**config.mk**
```make
export PLATFORM = sky130hd
export DESIGN_NAME = kbr_ram
export DESIGN_NICKNAME = d
export VERILOG_FILES = /design/src/kademlia_bucket_replacement_core_assert.svh /design/src/kbr_ram.sv
export SDC_FILE = /design/constraint.sdc
export NUM_CORES = 1
export LEC_CHECK = 0
export ABC_AREA = 0
export BUFFER_PORTS_ARGS = -buffer_cell sky130_fd_sc_hd__buf_2
export CORE_ASPECT_RATIO = 1.4
export CORE_MARGIN = 2
export CORE_UTILIZATION = 45
export CTS_CLUSTER_SIZE = 20
export DETAILED_ROUTE_END_ITERATION = 8
export HOLD_SLACK_MARGIN = 0.06
export SLEW_MARGIN = 20
export SYNTH_ARGS = -nofsm -noshare
export SYNTH_HDL_FRONTEND = slang
export SYNTH_SLANG_ARGS = --single-unit
```
**constraint.sdc**
```tcl
create_clock -name clk -period 1.7 [get_ports clk]
set_input_delay 0 -clock clk [delete_from_list [all_inputs] [get_ports clk]]
set_output_delay 0 -clock clk [all_outputs]
set_load 0.05 [all_outputs]
```
**src/kademlia_bucket_replacement_core_assert.svh**
```systemverilog
// Assertion macros shared by the bucket replacement core.
`ifndef KADEMLIA_BUCKET_REPLACEMENT_CORE_ASSERT_SVH
`define KADEMLIA_BUCKET_REPLACEMENT_CORE_ASSERT_SVH

// A condition that holds at every clock edge out of reset.
`define KBR_ASSERT_ALWAYS(label, cond, msg) \
	label: assert property (@(posedge clk) disable iff (!arst_n) (cond)) else $error(msg);

// An antecedent that implies a consequent in the next cycle.
`define KBR_ASSERT_NEXT(label, ante, cons, msg) \
	label: assert property (@(posedge clk) disable iff (!arst_n) (ante) |=> (cons)) \
		else $error(msg);

// An antecedent that implies a consequent in the same cycle.
`define KBR_ASSERT_SAME(label, ante, cons, msg) \
	label: assert property (@(posedge clk) disable iff (!arst_n) (ante) |-> (cons)) \
		else $error(msg);

`endif

```
**src/kbr_ram.sv**
```systemverilog
// Generic single-port-write, registered-read RAM.
module kbr_ram #(
	parameter int WIDTH = 8,
	parameter int DEPTH = 8
) (
	input  logic                           clk,
	input  logic                           we,
	input  logic [(DEPTH>1?$clog2(DEPTH):1)-1:0] waddr,
	input  logic [WIDTH-1:0]               wdata,
	input  logic [(DEPTH>1?$clog2(DEPTH):1)-1:0] raddr,
	output logic [WIDTH-1:0]               rdata
);

	logic [WIDTH-1:0] mem [DEPTH];

	// Write port and registered read port.
	always_ff @(posedge clk) begin
		if (we) begin
			mem[waddr] <= wdata;
		end
		rdata <= mem[raddr];
	end

endmodule

```
# Word level (Yosys, flattened, before mapping)
# Memories as Yosys holds them, arrays and structs flattened. A register that Yosys moved wholly into a read port is not among the register bits.
# Cells that the tools add are included.
# W data, S select, Z words.
[totals] regBits=0 mem_bits_rw=64 wordCells=3 n_memories=1
[op_classes] mux=2
[mem_list] name="mem" depth=8 word_bits=8 read_ports=1 rd_ports_with_merged_regs=1 wr=1 line="kbr_ram.sv:14" rtl="logic [WIDTH-1:0] mem [DEPTH];"
[op_table] cell="$mux W1" n=2

# Logic depth before layout (Yosys ltp)
# Gate-level depths: netlist of the first run.
[logic_depth] word_depth=2 depth_mapped=4

# Least setup slack after synthesis of the first run
# OpenSTA, ideal clock, no wires.
[synth_timing] path_type="register to register" from="memory mem[3][1]" to="register rdata[1] (read register of mem)" setup_time_ps=121 t_arrival_ps=1063 required_ps=1579 path_slack_ps=517 path_stages_with_launch=3 path_buffers=0 period_less_slack_ps=1183 cell_sequence="edfxtp_1 mux4_1 mux2_2"
[synth_rtl] item="start, declared" line="kbr_ram.sv:14"
[synth_rtl] item="end, declared" line="kbr_ram.sv:11" rtl="output logic [WIDTH-1:0] rdata"

==> results of run 1 <==
## cell usage after synthesis (all sizes together)
cell / instances / area [um^2]
clkbuf: 1 / 3.75
nor2: 6 / 22.5
mux4: 16 / 417
dfxtp: 8 / 160
nand2b: 3 / 18.8
edfxtp: 64 / 1920
mux2: 8 / 90.1
nor3: 2 / 10.0
nand2: 2 / 7.51
buf: 4 / 40.0
## area by class of cell
class                           count  area (um^2)
Fill cell                         454         2670
Sequential cell                    72         2080
Multi-Input combinational cell     37          566
Timing Repair Buffer               39          255
Clock buffer                       12          145
Tap cell                           70         87.6
Clock inverter                      4         21.3
## layout by cell type (no fill, tap or decap), drive strengths merged
master and instances:
mux4 16, nand2 2, nor3 2, edfxtp 64, clkinv 3, clkinvlp 1, mux2 8, clkbuf 12
nand2b 3, buf 31, nor2 6, dlygate4sd3 8, dfxtp 8
## cells by family (layout without fill, tap and decap cells)
family / count (synthesis) / after routing / synth area share (%)
muxes: 24 / 24 / 18.8
and+or+nand+nor: 13 / 13 / 2.19
buffers and inverters: 5 / 55 / 1.63
DFF: 72 / 72 / 77.4
## registers in the layout (all words and copies together), names as in the netlist
name and flops:
rdata 8, mem 64
## worst max-delay path, cell delays in order (launching register included)
cell	delay, ns
edfxtp_1	0.37
mux4_1	0.51
mux2_2	0.28
## power groups by stage
stage          clock, mW  sequential (mW)  combinational [mW]
2_1_floorplan          0             2.12               0.107
3_3_place_gp           0             2.05               0.253
3_5_place_dp           0             2.05               0.263
6_report            1.14             2.01               0.272
5_1_grt             1.24             2.02               0.292
4_1_cts             1.17             2.01               0.277
## repair_timing
| action | 4_1_cts | 5_1_grt |
|---|---|---|
| endpoints found under the setup margin | 0 | 0 |
| hold buffers | 8 | 0 |
| hold endpoints to repair | 64 | 0 |
| setup buffers | 0 | 0 |
## routing by layer
layer | GRT usage, % | wire (um)
met1 | 17.6 | 1910
met2 | 26.0 | 2340
met3 | 2.85 | 139
met4 | 10.8 | 127
met5 | 0 | 0
## per-stage QoR
stage | std cells | instance area (um^2) | worst slack, ns
global placement | 210 | 2910 | 0.279
detailed placement | 210 | 2910 | 0.256
floorplan | 114 | 2690 | 0.517
global route | 234 | 3160 | 0.381
CTS | 234 | 3160 | 0.411
finish | 234 | 3160 | 0.424
## how the worst min path moves through the flow
stage	from	endpoint	slack, ns	cells past startpoint
after CTS	raddr[1]	rdata[3]$_DFF_P_	0.10	2
final	raddr[1]	rdata[3]$_DFF_P_	0.11	2
after global placement	wdata[7]	mem[1][7]$_DFFE_PP_	0.25	1
after floorplan	wdata[0]	mem[0][0]$_DFFE_PP_	0.1	0
after detailed placement	wdata[1]	mem[0][1]$_DFFE_PP_	0.27	1
after global routing	raddr[1]	rdata[3]$_DFF_P_	0.13	2
==> reports/metrics.cfg, run 1 <==
[pwr]
power_frac_seq_pct=58.7
power.density_nw_per_um2=1080
combPwrFrac_pct=7.9
p_sw_share_pct=22.2
p_total_mw=3.42
p_sw_mw=0.761
ir_worst_vdd_mv=0.524
power_frac_clock_pct=33.4
internal_power_mw=2.66
leakagePower_nw=1.12

[sta]
maxSlewViolCount=0
finalSetupTns_ns=0
hold_viol_final=0
min_period_ns=1.28
relSlewSlack_pct=68.6
worst_slew_pin_slew_ns=0.470
rsz0062_at_grt=no
max_freq_mhz=784
setup_viol=0
whs_ns=0.109
finClkSkew_ns=0.0109
period_share_pct=75.1

[floorplanning]
rows=33
fp.dieArea_um2=6620
io_pins=24
fp.dieW_um=69.4
die_h_um=95.5
core_area_um2=5820
initial_core_util_pct=46.2

[cts]
cts_made_buffers=9
ctsResizeCount=0
clock-sinks=72
h-tree-depth=3
clkLatencyLatePin_ns=0.35
clock-root-buffer=clkbuf_8
clk_pin_slew_worst_paths_ns=0.07
clockBufferDepth=2
cts_tree=yes

[synth]
synth_cell_types=14
netlist_instances=114
syn-num-nets=130
ys_seq_area_share_pct=77.4
syn_area_um2=2690
syn_avg_cell_area_um2=23.6
synth-seq-cells=72
synth-warning-count=0

[routing]
avgViaCountPerCell=5.27
antenna_left=0
vias=1233
drcViolationCount=0
drtIter0Drc=67
drt_first_pass_iters=3
wirelength_um=4510
wl_per_cell_um=19.3

[grt]
grt_pass1_vias=1294
grt_pass1_wl_um=6890
grt_max_degree=17
antenna_found_initial=0
grt-ovfl-total=0
globalRouteTotalUtil_pct=15.3

[hold_path]
hold_path.class=input pin to flop

[worst_setup_path]
critPathCapture=rdata[7]$_DFF_P_
critPathLaunchType=flop
regToRegSetupSlack_ns=0.42
reg2reg_depth=2
cp_data_arrival_time_ns=1.50
cp.required_ns=1.93
path_class=flop to flop
path_max_fanout=1
worstSetupEndpointType=flop
r2r-start=mem[3][7]$_DFFE_PP_
startpoint=mem[3][7]$_DFFE_PP_
r2r_end=rdata[7]$_DFF_P_

[place]
gp_congestion=0.694
port_buffers=23
dp_hpwl_um=2720

[cells_and_area]
antenna_cells=0
drive_gt1_share_pct=32.3
final_util_pct=54.2
nets=175
areaGrowthSynthToFinish_pct=17.3

[status]
outcome=finished, final reports clean

[run]
maxCapViolations=0

No activity file was read; power rests on OpenSTA's default activity.
==> inputs of run 2 (changes only) <==
Clock period 1.7 ns to 1.25 ns, I/O delays scaled along.
==> reports/metrics.cfg, run 2 (synthesized netlist as in run 1, its figures left out) <==
[sta]
hold_viol_final=0
min_period_ns=1.23
period_share_pct=98.4
whs_ns=0.0990
worst_slew_pin_slew_ns=0.426
finClkSkew_ns=0.00497
maxSlewViolCount=0
rsz0062_at_grt=yes
setup_viol=0
relSlewSlack_pct=71.6
setup_ws_ns=0.0205
max_freq_mhz=813

[worst_setup_path]
crit_family=multiplexers
cpMaxStageDelayCell=mux4_2
cp_data_arrival_time_ns=1.45
r2r-start=mem[6][4]$_DFFE_PP_
worstSetupEndpointType=flop
startpoint=mem[6][4]$_DFFE_PP_
cpPeakStageDelay_ns=0.47
path_cells=mux4_2 -> mux2_2
path_max_fanout=1
critPathLaunchType=flop
worst-path-buf-inv=0
cp.required_ns=1.47
path_class=flop to flop

[floorplanning]
io_pins=24
fp.dieW_um=69.4
initial_core_util_pct=46.2
die_h_um=95.5
rows=33
fp.dieArea_um2=6620
core_area_um2=5820

[grt]
grt-ovfl-total=0
globalRouteTotalUtil_pct=15.4
antenna_found_initial=0
grt_pass1_wl_um=7070
grt_max_degree=17
grt_pass1_vias=1349

[pwr]
leakagePower_nw=1.09
p_total_mw=4.86
ir_worst_vdd_mv=0.850
power.density_nw_per_um2=1540

[place]
pre_cts_slack_ns=-0.0353
dp_hpwl_um=2830
port_buffers=23
gp_congestion=0.675

[cells_and_area]
final_common_cell=edfxtp_1
drive_gt1_share_pct=43.4
reg.largest.list=mem x64, rdata x8
layout_common_cells=64 x edfxtp_1, 23 x buf_2, 16 x mux4_2
antenna_cells=0
areaGrowthSynthToFinish_pct=17.4
largest_register_ffs=64
nets=177
regMostFlops=mem

[cts]
cts_setup_buffers=0
cts_made_buffers=9
clock-sinks=72
cts_tree=yes
clock-root-buffer=clkbuf_8
clockBufferDepth=2
clkLatencyLatePin_ns=0.33
h-tree-depth=3
clk_pin_slew_worst_paths_ns=0.07

[routing]
drtIter0Drc=65
drt_first_pass_iters=4
drcViolationCount=0
antenna_left=0
avgViaCountPerCell=5.21
vias=1230
wl_per_cell_um=19.8
wirelength_um=4670

[hold_path]
hp-start=raddr[1]
hold_path.class=input pin to flop

[run]
maxCapViolations=0

[status]
outcome=finished, final reports clean

[run 2: final timing paths]
check	end	slack [ns]	depth (start not counted)
setup / recovery	rdata[4]$_DFF_P_	0.02	2
hold / removal	rdata[6]$_DFF_P_	0.1	2
setup reg to reg	rdata[4]$_DFF_P_	0.02	2
hold reg to reg	rdata[1]$_DFF_P_	0.69	2
[run 2: final cells by class]
| class | instances | area (um^2) |
|---|---|---|
| fillers | 475 | 2660 |
| flip-flops and latches | 72 | 2080 |
| multi-input cells | 37 | 520 |
| repair buffers | 41 | 283 |
| clock buffers | 10 | 128 |
| well taps | 70 | 87.6 |
| clock inverters | 6 | 60.1 |
[run 2: repair_timing]
item,in CTS,in global routing
hold buffers,8,0
gates resized for setup,5,13
setup endpoints to repair,4,8
endpoints found under the hold margin,64,0
gates cloned,0,0
[run 2: worst register-to-register path: stages, from the launching register on]
cell and delay [ns]:
edfxtp_1 0.38, mux4_2 0.47, mux2_2 0.27
[run 2: layer usage]
metal / vias up / global-route usage [%] / wire [um]
met2: 26 / 26.1 / 2420
met5: - / 0 / 0
met1: 641 / 17.8 / 2020
li1: 558 / - / -
met4: 0 / 8.33 / 61
met3: 5 / 4.44 / 168
[run 2: report_power, final]
part / total, mW / switching (mW) / internal [mW]
Clock: 1.73 / 0.817 / 0.911
Sequential: 2.74 / 0.0226 / 2.72
Combinational: 0.397 / 0.230 / 0.167
Total: 4.86 / 1.07 / 3.79
[run 2: stage by stage]
step / setup TNS [ns] / area [um^2] / util, % / instances
floorplan: 0 / 2690 / - / 114
global placement: 0 / 2940 / 50.5 / 212
detailed placement: -0.0754 / 2940 / 50.5 / 212
CTS: -0.00605 / 3190 / 54.7 / 236
global route: -0.0284 / 3160 / 54.3 / 236
finish: 0 / 3160 / 54.3 / 236
